**config.mk**
```make
export PLATFORM = sky130hd
export DESIGN_NAME = rv64i_decoder_with_branch_labels_flat
export DESIGN_NICKNAME = d
export VERILOG_FILES = /design/src/hw/rtl/rvdec_pkg.sv /design/src/hw/rtl/rvdec_if.sv /design/src/hw/rtl/rv64i_decoder_with_branch_labels.sv /design/src/hw/rtl/rvdec_cell.sv /design/src/flat_wrapper.sv
export SDC_FILE = /design/constraint.sdc
export NUM_CORES = 2
export LEC_CHECK = 0
export ABC_AREA = 1
export BUFFER_PORTS_ARGS = -buffer_cell sky130_fd_sc_hd__buf_2
export CAP_MARGIN = 20
export CORE_MARGIN = 2
export CORE_UTILIZATION = 64
export CTS_CLUSTER_DIAMETER = 40
export DETAILED_ROUTE_END_ITERATION = 6
export PLACE_DENSITY = 0.77
export SETUP_SLACK_MARGIN = 0.2
export SLEW_MARGIN = 20
export SYNTH_ARGS = -nofsm -noshare
export SYNTH_HDL_FRONTEND = slang
export SYNTH_HIERARCHICAL = 1
export SYNTH_SLANG_ARGS = --single-unit
```
**constraint.sdc**
```tcl
create_clock -name clk -period 5.8 [get_ports clk]
set_input_delay 1.16 -clock clk [delete_from_list [all_inputs] [get_ports clk]]
set_output_delay 1.16 -clock clk [all_outputs]
set_load 0.02 [all_outputs]
```
**src/hw/rtl/rvdec_pkg.sv**
```systemverilog
// Package for the RV64I decoder: mnemonic codes, opcodes, decode function
// and the search token passed along the label cell chain. No dependencies.
`timescale 1ns / 1ps
`default_nettype none
package rvdec_pkg;

    localparam int MAX_LABELS_DEF = 16;
    localparam int LBL_NUM_W      = 9;

    localparam logic [6:0] OP_R    = 7'b0110011;
    localparam logic [6:0] OP_IALU = 7'b0010011;
    localparam logic [6:0] OP_LOAD = 7'b0000011;
    localparam logic [6:0] OP_JALR = 7'b1100111;
    localparam logic [6:0] OP_S    = 7'b0100011;
    localparam logic [6:0] OP_B    = 7'b1100011;
    localparam logic [6:0] OP_J    = 7'b1101111;
    localparam logic [6:0] OP_LUI  = 7'b0110111;

    localparam logic [5:0] MN_NONE = 6'd0;
    localparam logic [5:0] MN_ADD = 6'd1, MN_SUB = 6'd2, MN_XOR = 6'd3, MN_OR = 6'd4;
    localparam logic [5:0] MN_AND = 6'd5, MN_SLL = 6'd6, MN_SRL = 6'd7, MN_SRA = 6'd8;
    localparam logic [5:0] MN_SLT = 6'd9, MN_SLTU = 6'd10;
    localparam logic [5:0] MN_ADDI = 6'd11, MN_XORI = 6'd12, MN_ORI = 6'd13;
    localparam logic [5:0] MN_ANDI = 6'd14, MN_SLTI = 6'd15, MN_SLTIU = 6'd16;
    localparam logic [5:0] MN_SLLI = 6'd17, MN_SRLI = 6'd18, MN_SRAI = 6'd19;
    localparam logic [5:0] MN_LB = 6'd20, MN_LH = 6'd21, MN_LW = 6'd22, MN_LD = 6'd23;
    localparam logic [5:0] MN_LBU = 6'd24, MN_LHU = 6'd25, MN_LWU = 6'd26;
    localparam logic [5:0] MN_JALR = 6'd27;
    localparam logic [5:0] MN_SB = 6'd28, MN_SH = 6'd29, MN_SW = 6'd30, MN_SD = 6'd31;
    localparam logic [5:0] MN_BEQ = 6'd32, MN_BNE = 6'd33, MN_BLT = 6'd34;
    localparam logic [5:0] MN_BGE = 6'd35, MN_BLTU = 6'd36, MN_BGEU = 6'd37;
    localparam logic [5:0] MN_JAL = 6'd38, MN_LUI = 6'd39;

    typedef struct packed {
        logic [5:0]  mnemonic;
        logic [4:0]  rd;
        logic [4:0]  rs1;
        logic [4:0]  rs2;
        logic [20:0] immediate;
        logic        need_lbl;
    } dec_t;

    typedef struct packed {
        logic                 active;
        logic                 need_lbl;
        logic [31:0]          here_addr;
        logic [31:0]          tgt_addr;
        logic [LBL_NUM_W-1:0] here_num;
        logic [LBL_NUM_W-1:0] ref_num;
    } srch_t;

    function automatic dec_t decode(input logic [31:0] w);
        dec_t       d;
        logic [2:0] f3;
        logic [6:0] f7;
        logic [20:0] imm_i;
        f3    = w[14:12];
        f7    = w[31:25];
        imm_i = {{9{w[31]}}, w[31:20]};
        d = '0;
        case (w[6:0])
            OP_R:
            begin
                d.rd = w[11:7]; d.rs1 = w[19:15]; d.rs2 = w[24:20];
                if (f7 == 7'd0)
                begin
                    case (f3)
                        3'd0: d.mnemonic = MN_ADD;
                        3'd1: d.mnemonic = MN_SLL;
                        3'd2: d.mnemonic = MN_SLT;
                        3'd3: d.mnemonic = MN_SLTU;
                        3'd4: d.mnemonic = MN_XOR;
                        3'd5: d.mnemonic = MN_SRL;
                        3'd6: d.mnemonic = MN_OR;
                        default: d.mnemonic = MN_AND;
                    endcase
                end
                else if (f7 == 7'd32)
                begin
                    case (f3)
                        3'd0: d.mnemonic = MN_SUB;
                        3'd5: d.mnemonic = MN_SRA;
                        default: d.mnemonic = MN_NONE;
                    endcase
                end
            end
            OP_IALU:
            begin
                d.rd = w[11:7]; d.rs1 = w[19:15];
                case (f3)
                    3'd1:
                    begin
                        d.immediate = {15'd0, w[25:20]};
                        d.mnemonic  = (w[31:26] == 6'd0) ? MN_SLLI : MN_NONE;
                    end
                    3'd5:
                    begin
                        d.immediate = {15'd0, w[25:20]};
                        d.mnemonic  = (w[31:26] == 6'd0) ? MN_SRLI :
                                      (w[31:26] == 6'd16) ? MN_SRAI : MN_NONE;
                    end
                    3'd0: begin d.immediate = imm_i; d.mnemonic = MN_ADDI; end
                    3'd2: begin d.immediate = imm_i; d.mnemonic = MN_SLTI; end
                    3'd3: begin d.immediate = imm_i; d.mnemonic = MN_SLTIU; end
                    3'd4: begin d.immediate = imm_i; d.mnemonic = MN_XORI; end
                    3'd6: begin d.immediate = imm_i; d.mnemonic = MN_ORI; end
                    default: begin d.immediate = imm_i; d.mnemonic = MN_ANDI; end
                endcase
            end
            OP_LOAD:
            begin
                d.rd = w[11:7]; d.rs1 = w[19:15]; d.immediate = imm_i;
                case (f3)
                    3'd0: d.mnemonic = MN_LB;
                    3'd1: d.mnemonic = MN_LH;
                    3'd2: d.mnemonic = MN_LW;
                    3'd3: d.mnemonic = MN_LD;
                    3'd4: d.mnemonic = MN_LBU;
                    3'd5: d.mnemonic = MN_LHU;
                    3'd6: d.mnemonic = MN_LWU;
                    default: d.mnemonic = MN_NONE;
                endcase
            end
            OP_JALR:
            begin
                d.rd = w[11:7]; d.rs1 = w[19:15]; d.immediate = imm_i;
                d.mnemonic = (f3 == 3'd0) ? MN_JALR : MN_NONE;
            end
            OP_S:
            begin
                d.rs1 = w[19:15]; d.rs2 = w[24:20];
                d.immediate = {{9{w[31]}}, w[31:25], w[11:7]};
                case (f3)
                    3'd0: d.mnemonic = MN_SB;
                    3'd1: d.mnemonic = MN_SH;
                    3'd2: d.mnemonic = MN_SW;
                    3'd3: d.mnemonic = MN_SD;
                    default: d.mnemonic = MN_NONE;
                endcase
            end
            OP_B:
            begin
                d.rs1 = w[19:15]; d.rs2 = w[24:20];
                d.immediate = {{8{w[31]}}, w[31], w[7], w[30:25], w[11:8], 1'b0};
                case (f3)
                    3'd0: d.mnemonic = MN_BEQ;
                    3'd1: d.mnemonic = MN_BNE;
                    3'd4: d.mnemonic = MN_BLT;
                    3'd5: d.mnemonic = MN_BGE;
                    3'd6: d.mnemonic = MN_BLTU;
                    3'd7: d.mnemonic = MN_BGEU;
                    default: d.mnemonic = MN_NONE;
                endcase
                d.need_lbl = 1'b1;
            end
            OP_J:
            begin
                d.rd = w[11:7];
                d.immediate = {w[31], w[19:12], w[20], w[30:21], 1'b0};
                d.mnemonic = MN_JAL;
                d.need_lbl = 1'b1;
            end
            OP_LUI:
            begin
                d.rd = w[11:7];
                d.immediate = {1'b0, w[31:12]};
                d.mnemonic = MN_LUI;
            end
            default: d = '0;
        endcase
        if (d.mnemonic == MN_NONE)
        begin
            d = '0;
        end
        return d;
    endfunction

endpackage
`default_nettype wire

```
**src/hw/rtl/rvdec_if.sv**
```systemverilog
// Handshake interfaces for the instruction and result channels.
// Depends on nothing.
`timescale 1ns / 1ps
`default_nettype none
interface rvdec_in_if;
    logic        valid;
    logic        ready;
    logic [31:0] instr_word;
    modport source (output valid, output instr_word, input ready);
    modport sink   (input valid, input instr_word, output ready);
endinterface

interface rvdec_out_if;
    logic        valid;
    logic        ready;
    logic [5:0]  mnemonic;
    logic [4:0]  rd;
    logic [4:0]  rs1;
    logic [4:0]  rs2;
    logic signed [20:0] immediate;
    logic [4:0]  label_ref;
    logic [4:0]  label_here;
    logic        table_full;
    modport source (output valid, output mnemonic, output rd, output rs1, output rs2,
                    output immediate, output label_ref, output label_here,
                    output table_full, input ready);
    modport sink   (input valid, input mnemonic, input rd, input rs1, input rs2,
                    input immediate, input label_ref, input label_here,
                    input table_full, output ready);
endinterface
`default_nettype wire

```
**src/hw/rtl/rv64i_decoder_with_branch_labels.sv**
```systemverilog
// RV64I decoder top level: decode, label cell chain and result register.
// Depends on rvdec_pkg, rvdec_if and rvdec_cell.
// One instruction at a time: decode on acceptance, then a search token walks
// the chain of MAX_LABELS label cells, one cell per cycle while the result is
// not stalled, matching both the branch target and the current address; the
// result is registered as the token leaves the last cell, and the next
// instruction is taken only after that. Label numbers are given in order of
// first target appearance; table_full flags a target that found no free cell.
// Instruction n sits at byte address 4n.
`timescale 1ns / 1ps
`default_nettype none
module rv64i_decoder_with_branch_labels #(
    parameter int MAX_LABELS = rvdec_pkg::MAX_LABELS_DEF
) (
    input  wire logic clk,
    input  wire logic rst_n,
    rvdec_in_if.sink    instr,
    rvdec_out_if.source result
);
    localparam int CW = $clog2(MAX_LABELS + 1);
    localparam int NW = rvdec_pkg::LBL_NUM_W;

    logic [31:0]      addr_reg;
    logic [CW-1:0]    count_reg;
    logic             busy_reg;
    rvdec_pkg::dec_t  dec_reg;
    rvdec_pkg::dec_t  dec_in;
    rvdec_pkg::srch_t chain [0:MAX_LABELS];

    logic             out_valid_reg;
    logic [5:0]       mn_reg;
    logic [4:0]       rd_reg, rs1_reg, rs2_reg, ref_reg, here_reg;
    logic [20:0]      imm_reg;
    logic             full_reg;

    logic             accept, stall, en, finish, add_lbl, full_now;
    logic [NW-1:0]    ref_num;
    logic [NW-1:0]    count_ext;

    assign dec_in    = rvdec_pkg::decode(instr.instr_word);
    assign instr.ready = !busy_reg;
    assign accept    = instr.valid && !busy_reg;
    assign stall     = chain[MAX_LABELS].active && out_valid_reg && !result.ready;
    assign en        = !stall;
    assign finish    = chain[MAX_LABELS].active && en;
    assign count_ext = NW'(count_reg);

    assign chain[0] = '{active:    accept,
                        need_lbl:  dec_in.need_lbl,
                        here_addr: addr_reg,
                        tgt_addr:  addr_reg + {{11{dec_in.immediate[20]}}, dec_in.immediate},
                        here_num:  '0,
                        ref_num:   '0};

    assign add_lbl  = dec_reg.need_lbl && chain[MAX_LABELS].ref_num == '0
                      && count_reg < CW'(MAX_LABELS);
    assign full_now = dec_reg.need_lbl && chain[MAX_LABELS].ref_num == '0
                      && !(count_reg < CW'(MAX_LABELS));
    assign ref_num  = add_lbl ? count_ext + NW'(1) :
                      dec_reg.need_lbl ? chain[MAX_LABELS].ref_num : '0;

    for (genvar i = 0; i < MAX_LABELS; i++)
    begin : g_cell
        rvdec_cell #(.IDX(i)) u_cell (
            .clk     (clk),
            .rst_n   (rst_n),
            .en      (en),
            .count   (count_ext),
            .wr_en   (finish && add_lbl),
            .wr_idx  (count_ext),
            .wr_data (chain[MAX_LABELS].tgt_addr),
            .s_in    (chain[i]),
            .s_out   (chain[i+1])
        );
    end

    always_ff @(posedge clk or negedge rst_n)
    begin
        if (!rst_n)
        begin
            addr_reg      <= '0;
            count_reg     <= '0;
            busy_reg      <= 1'b0;
            out_valid_reg <= 1'b0;
        end
        else
        begin
            if (accept)
            begin
                busy_reg <= 1'b1;
                addr_reg <= addr_reg + 32'd4;
            end
            if (finish)
            begin
                busy_reg      <= 1'b0;
                out_valid_reg <= 1'b1;
                if (add_lbl)
                begin
                    count_reg <= count_reg + CW'(1);
                end
            end
            else if (result.ready)
            begin
                out_valid_reg <= 1'b0;
            end
        end
    end

    always_ff @(posedge clk)
    begin
        if (accept)
        begin
            dec_reg <= dec_in;
        end
        if (finish)
        begin
            mn_reg   <= dec_reg.mnemonic;
            rd_reg   <= dec_reg.rd;
            rs1_reg  <= dec_reg.rs1;
            rs2_reg  <= dec_reg.rs2;
            imm_reg  <= dec_reg.immediate;
            ref_reg  <= ref_num[4:0];
            here_reg <= chain[MAX_LABELS].here_num[4:0];
            full_reg <= full_now;
        end
    end

    assign result.valid      = out_valid_reg;
    assign result.mnemonic   = mn_reg;
    assign result.rd         = rd_reg;
    assign result.rs1        = rs1_reg;
    assign result.rs2        = rs2_reg;
    assign result.immediate  = imm_reg;
    assign result.label_ref  = ref_reg;
    assign result.label_here = here_reg;
    assign result.table_full = full_reg;
endmodule
`default_nettype wire

```
**src/hw/rtl/rvdec_cell.sv**
```systemverilog
// One label cell: holds a target address and checks the passing search token.
// Depends on rvdec_pkg.
`timescale 1ns / 1ps
`default_nettype none
module rvdec_cell #(
    parameter int IDX = 0
) (
    input  wire logic                           clk,
    input  wire logic                           rst_n,
    input  wire logic                           en,
    input  wire logic [rvdec_pkg::LBL_NUM_W-1:0] count,
    input  wire logic                           wr_en,
    input  wire logic [rvdec_pkg::LBL_NUM_W-1:0] wr_idx,
    input  wire logic [31:0]                    wr_data,
    input  wire rvdec_pkg::srch_t               s_in,
    output rvdec_pkg::srch_t                    s_out
);
    localparam logic [rvdec_pkg::LBL_NUM_W-1:0] MY_IDX = rvdec_pkg::LBL_NUM_W'(IDX);
    localparam logic [rvdec_pkg::LBL_NUM_W-1:0] MY_NUM = rvdec_pkg::LBL_NUM_W'(IDX + 1);

    logic [31:0]      target_reg;
    rvdec_pkg::srch_t s_reg;
    rvdec_pkg::srch_t s_next;
    logic             live;

    assign live = MY_IDX < count;

    always_comb
    begin
        s_next = s_in;
        if (live && s_in.here_num == '0 && target_reg == s_in.here_addr)
        begin
            s_next.here_num = MY_NUM;
        end
        if (live && s_in.ref_num == '0 && target_reg == s_in.tgt_addr)
        begin
            s_next.ref_num = MY_NUM;
        end
    end

    always_ff @(posedge clk or negedge rst_n)
    begin
        if (!rst_n)
        begin
            s_reg <= '0;
        end
        else if (en)
        begin
            s_reg <= s_next;
        end
    end

    always_ff @(posedge clk)
    begin
        if (wr_en && wr_idx == MY_IDX)
        begin
            target_reg <= wr_data;
        end
    end

    assign s_out = s_reg;
endmodule
`default_nettype wire

```
**src/flat_wrapper.sv**
```systemverilog
// flat-port wrapper written by rule: the top's interface ports become plain ports
module rv64i_decoder_with_branch_labels_flat 
#(
    parameter int MAX_LABELS = rvdec_pkg::MAX_LABELS_DEF
)
  (clk, rst_n, instr_valid, instr_instr_word, instr_ready, result_valid, result_mnemonic, result_rd, result_rs1, result_rs2, result_immediate, result_label_ref, result_label_here, result_table_full, result_ready);
  rvdec_in_if instr_i ();
  rvdec_out_if result_i ();
  input  wire logic clk;
  input  wire logic rst_n;
  input wire logic [$bits(instr_i.valid)-1:0] instr_valid;
  input wire logic [$bits(instr_i.instr_word)-1:0] instr_instr_word;
  output wire logic [$bits(instr_i.ready)-1:0] instr_ready;
  output wire logic [$bits(result_i.valid)-1:0] result_valid;
  output wire logic [$bits(result_i.mnemonic)-1:0] result_mnemonic;
  output wire logic [$bits(result_i.rd)-1:0] result_rd;
  output wire logic [$bits(result_i.rs1)-1:0] result_rs1;
  output wire logic [$bits(result_i.rs2)-1:0] result_rs2;
  output wire logic [$bits(result_i.immediate)-1:0] result_immediate;
  output wire logic [$bits(result_i.label_ref)-1:0] result_label_ref;
  output wire logic [$bits(result_i.label_here)-1:0] result_label_here;
  output wire logic [$bits(result_i.table_full)-1:0] result_table_full;
  input wire logic [$bits(result_i.ready)-1:0] result_ready;
  assign instr_i.valid = instr_valid;
  assign instr_i.instr_word = instr_instr_word;
  assign instr_ready = instr_i.ready;
  assign result_valid = result_i.valid;
  assign result_mnemonic = result_i.mnemonic;
  assign result_rd = result_i.rd;
  assign result_rs1 = result_i.rs1;
  assign result_rs2 = result_i.rs2;
  assign result_immediate = result_i.immediate;
  assign result_label_ref = result_i.label_ref;
  assign result_label_here = result_i.label_here;
  assign result_table_full = result_i.table_full;
  assign result_i.ready = result_ready;
  rv64i_decoder_with_branch_labels #(.MAX_LABELS(MAX_LABELS)) u_core (.clk(clk), .rst_n(rst_n), .instr(instr_i), .result(result_i));
endmodule
```
==> metrics.txt <==
switching power=6790 uW; Hold/Removal Path Class=input port to asynchronous set/reset pin; Rel. slew slack=roughly a fifth; CTS max path bufs=4; standard-cell row count=138; Gate power share=approximately 1.8%; IO Count=91; core area=between 0.1 and 0.15 mm^2; Detailed Route Iter0 Violations=8384; Fin Clk Skew=~44 ps; peak supply drop=~280 uV; Max H-tree Level=5; fin nets=~12000; Required @ worst endpoint=~6600 ps; Initial Util=64.3%; Post-Syn Area=0.0910 mm^2; crit path capture type=flop; max-cap violation count=0; Clock power frac=about 53%; reg2reg end=u_core/g_cell[15].u_cell/target_reg[25]$_DFFE_PP_; average vias per placed instance=around 5.5; CTS sink count=slightly below 2000; pre-CTS setup slack=about 140 ps; failing checks=design-rule violations; CTS Root Cell=clkbuf_16; Final Instance Area=approximately 0.10 mm^2; Hold Violations, Final=0; CP peak stage delay=between 300 and 400 ps; Post-CTS Setup Inserts=0; worst hold slack=around 250 ps; Cells after Synth=~11000; Switching Share=a little over a fifth; CTS tree=built; setup slack after layout=972 ps; First-pass DRT Iterations=7; Register Area=0.0515 mm^2; WL/cell=between 20 and 25 um; Residual DRC=5; PortBufs=90; Total GRT Usage=between 30% and 40%; Setup violations, final=0; outcome=finished with violations; Pwr Total=about 31000 uW; area of the multi-input gates=0.0327 mm^2; internal power=about 25000 uW; vias in the first global route=around 74000; critical path type=input port to flop; initial antenna violation count=12; RePlAce Congestion=about 0.94; Sequential Power Share=roughly 46%; max-slew violations=0; TritonCTS Buffers=~280; die area=between 0.1 and 0.15 mm^2; Worst-path clk slew=about 50 ps; crit path time final=approximately 4800 ps; dpl hpwl=193 mm; fraction of layout cells with a size suffix above 1=around 9%; max reg flops=around 1300; largest net degree at the start of global routing=approximately 150; Worst Setup Start Kind=input port; R2R Setup Slk=about 1800 ps; clk_lat worst skew=approximately 880 ps; final setup TNS=0 ps; Die X-Extent=roughly 380 um; CTS Hold Bufs=0; Die Height=roughly 380 um; Leakage=~0.05 uW; Worst Max-Slew Pin Slew=roughly 1200 ps; # fillers=10304; Area growth syn-to-layout=14.2%; Placed Area=0.0948 mm^2; Slowest cell on crit path=nor2_1; Critical Path AT=5610 ps; Avg Cell Area, Syn=between 8 and 9 um^2; PwrDens=a little over 300 mW/mm^2; RSZ-0062 raised after global routing=no; largest fanout on the critical path=12; final worst-path cycle share=a little over four fifths; first-pass GRT wire length=around 420 mm; YS warnings=6; launch point of the worst reg-to-reg path=u_core/g_cell[15].u_cell/s_out[4]$_DFFE_PN0P_; post-cts resize count=0; WL final=~270 mm; most used cell along the critical path=nand2_1; FMAX=0.207 GHz; grt total ovfl=0; total number of vias=75174; reg2reg path depth=11; Post-DRT Antenna Nets=0
## worst max-delay path, delay by kind of cell
family                   cells  cell delay (ps)
AO/OA/AOI/OAI                6             1200
adder cells (fa/ha/maj)      1              260
buffers and inverters        5              790
AND/OR/NAND/NOR             20             2170
## power groups by stage
| stage | combinational, uW | clock [uW] | sequential, uW |
|---|---|---|---|
| 6_report | 554 | 16500 | 14300 |
| 5_1_grt | 634 | 17200 | 14300 |
| 4_1_cts | 552 | 16600 | 14300 |
| 3_5_place_dp | 546 | 0 | 14600 |
| 3_3_place_gp | 535 | 0 | 14600 |
| 2_1_floorplan | 220 | 0 | 14500 |
## through the flow
stage | instances | utilization (%)
after floorplan | 11325 | -
after global placement | 13198 | 67.0
after detailed placement | 13198 | 67.0
after CTS | 13681 | 73.5
after global routing | 13688 | 73.5
final | 13688 | 73.5
## per-layer routing
metal / up-vias / track usage [%] / routed length, um
li1: 35070 / - / -
met1: 35837 / 47.4 / 104000
met5: - / 0 / 128
met4: 18 / 20.5 / 16800
met3: 861 / 7.51 / 23200
met2: 3388 / 62.1 / 130000
## final cells by class
type	count	share of cell area [%]
diodes	6	0.0144
clock buffers	360	7.48
clock inverters	123	1.26
inverters	1628	5.90
multi-input cells	7466	31.5
flip-flops and latches	1937	49.6
well taps	1890	2.28
repair buffers	278	2.00
## layout by cell type, fill, tap and decap left out, types with 45 or more instances in the layout
| master | count |
|---|---|
| nand2_1 | 4652 |
| inv_1 | 1442 |
| dfrtp_1 | 1315 |
| o21ai_0 | 790 |
| nor2_1 | 740 |
| edfxtp_1 | 608 |
| clkbuf_16 | 290 |
| xnor2_1 | 232 |
| nand3_1 | 170 |
| buf_4 | 170 |
| conb_1 | 160 |
| inv_2 | 148 |
| o21ai_1 | 126 |
| a21oi_1 | 113 |
| buf_2 | 89 |
| xor2_1 | 70 |
| nand4_1 | 62 |
| nor2_2 | 58 |
| nor3_1 | 50 |
| clkbuf_1 | 45 |
## how the worst max path moves through the flow
stage | from | end | slack [ps] | cells after the start
final | instr_instr_word[31] | u_core/g_cell[0].u_cell/s_out[0]$_DFFE_PN0P_ | 970 | 32
after detailed placement | instr_instr_word[13] | u_core/g_cell[0].u_cell/s_out[0]$_DFFE_PN0P_ | 140 | 31
after CTS | instr_instr_word[13] | u_core/g_cell[0].u_cell/s_out[0]$_DFFE_PN0P_ | 990 | 31
after global routing | instr_instr_word[1] | u_core/g_cell[0].u_cell/s_out[0]$_DFFE_PN0P_ | 580 | 31
after floorplan | result_ready | u_core/g_cell[4].u_cell/target_reg[0]$_DFFE_PP_ | 110 | 6
after global placement | instr_instr_word[14] | u_core/g_cell[0].u_cell/s_out[0]$_DFFE_PN0P_ | 120 | 28
No activity file was read; power rests on OpenSTA's default activity.
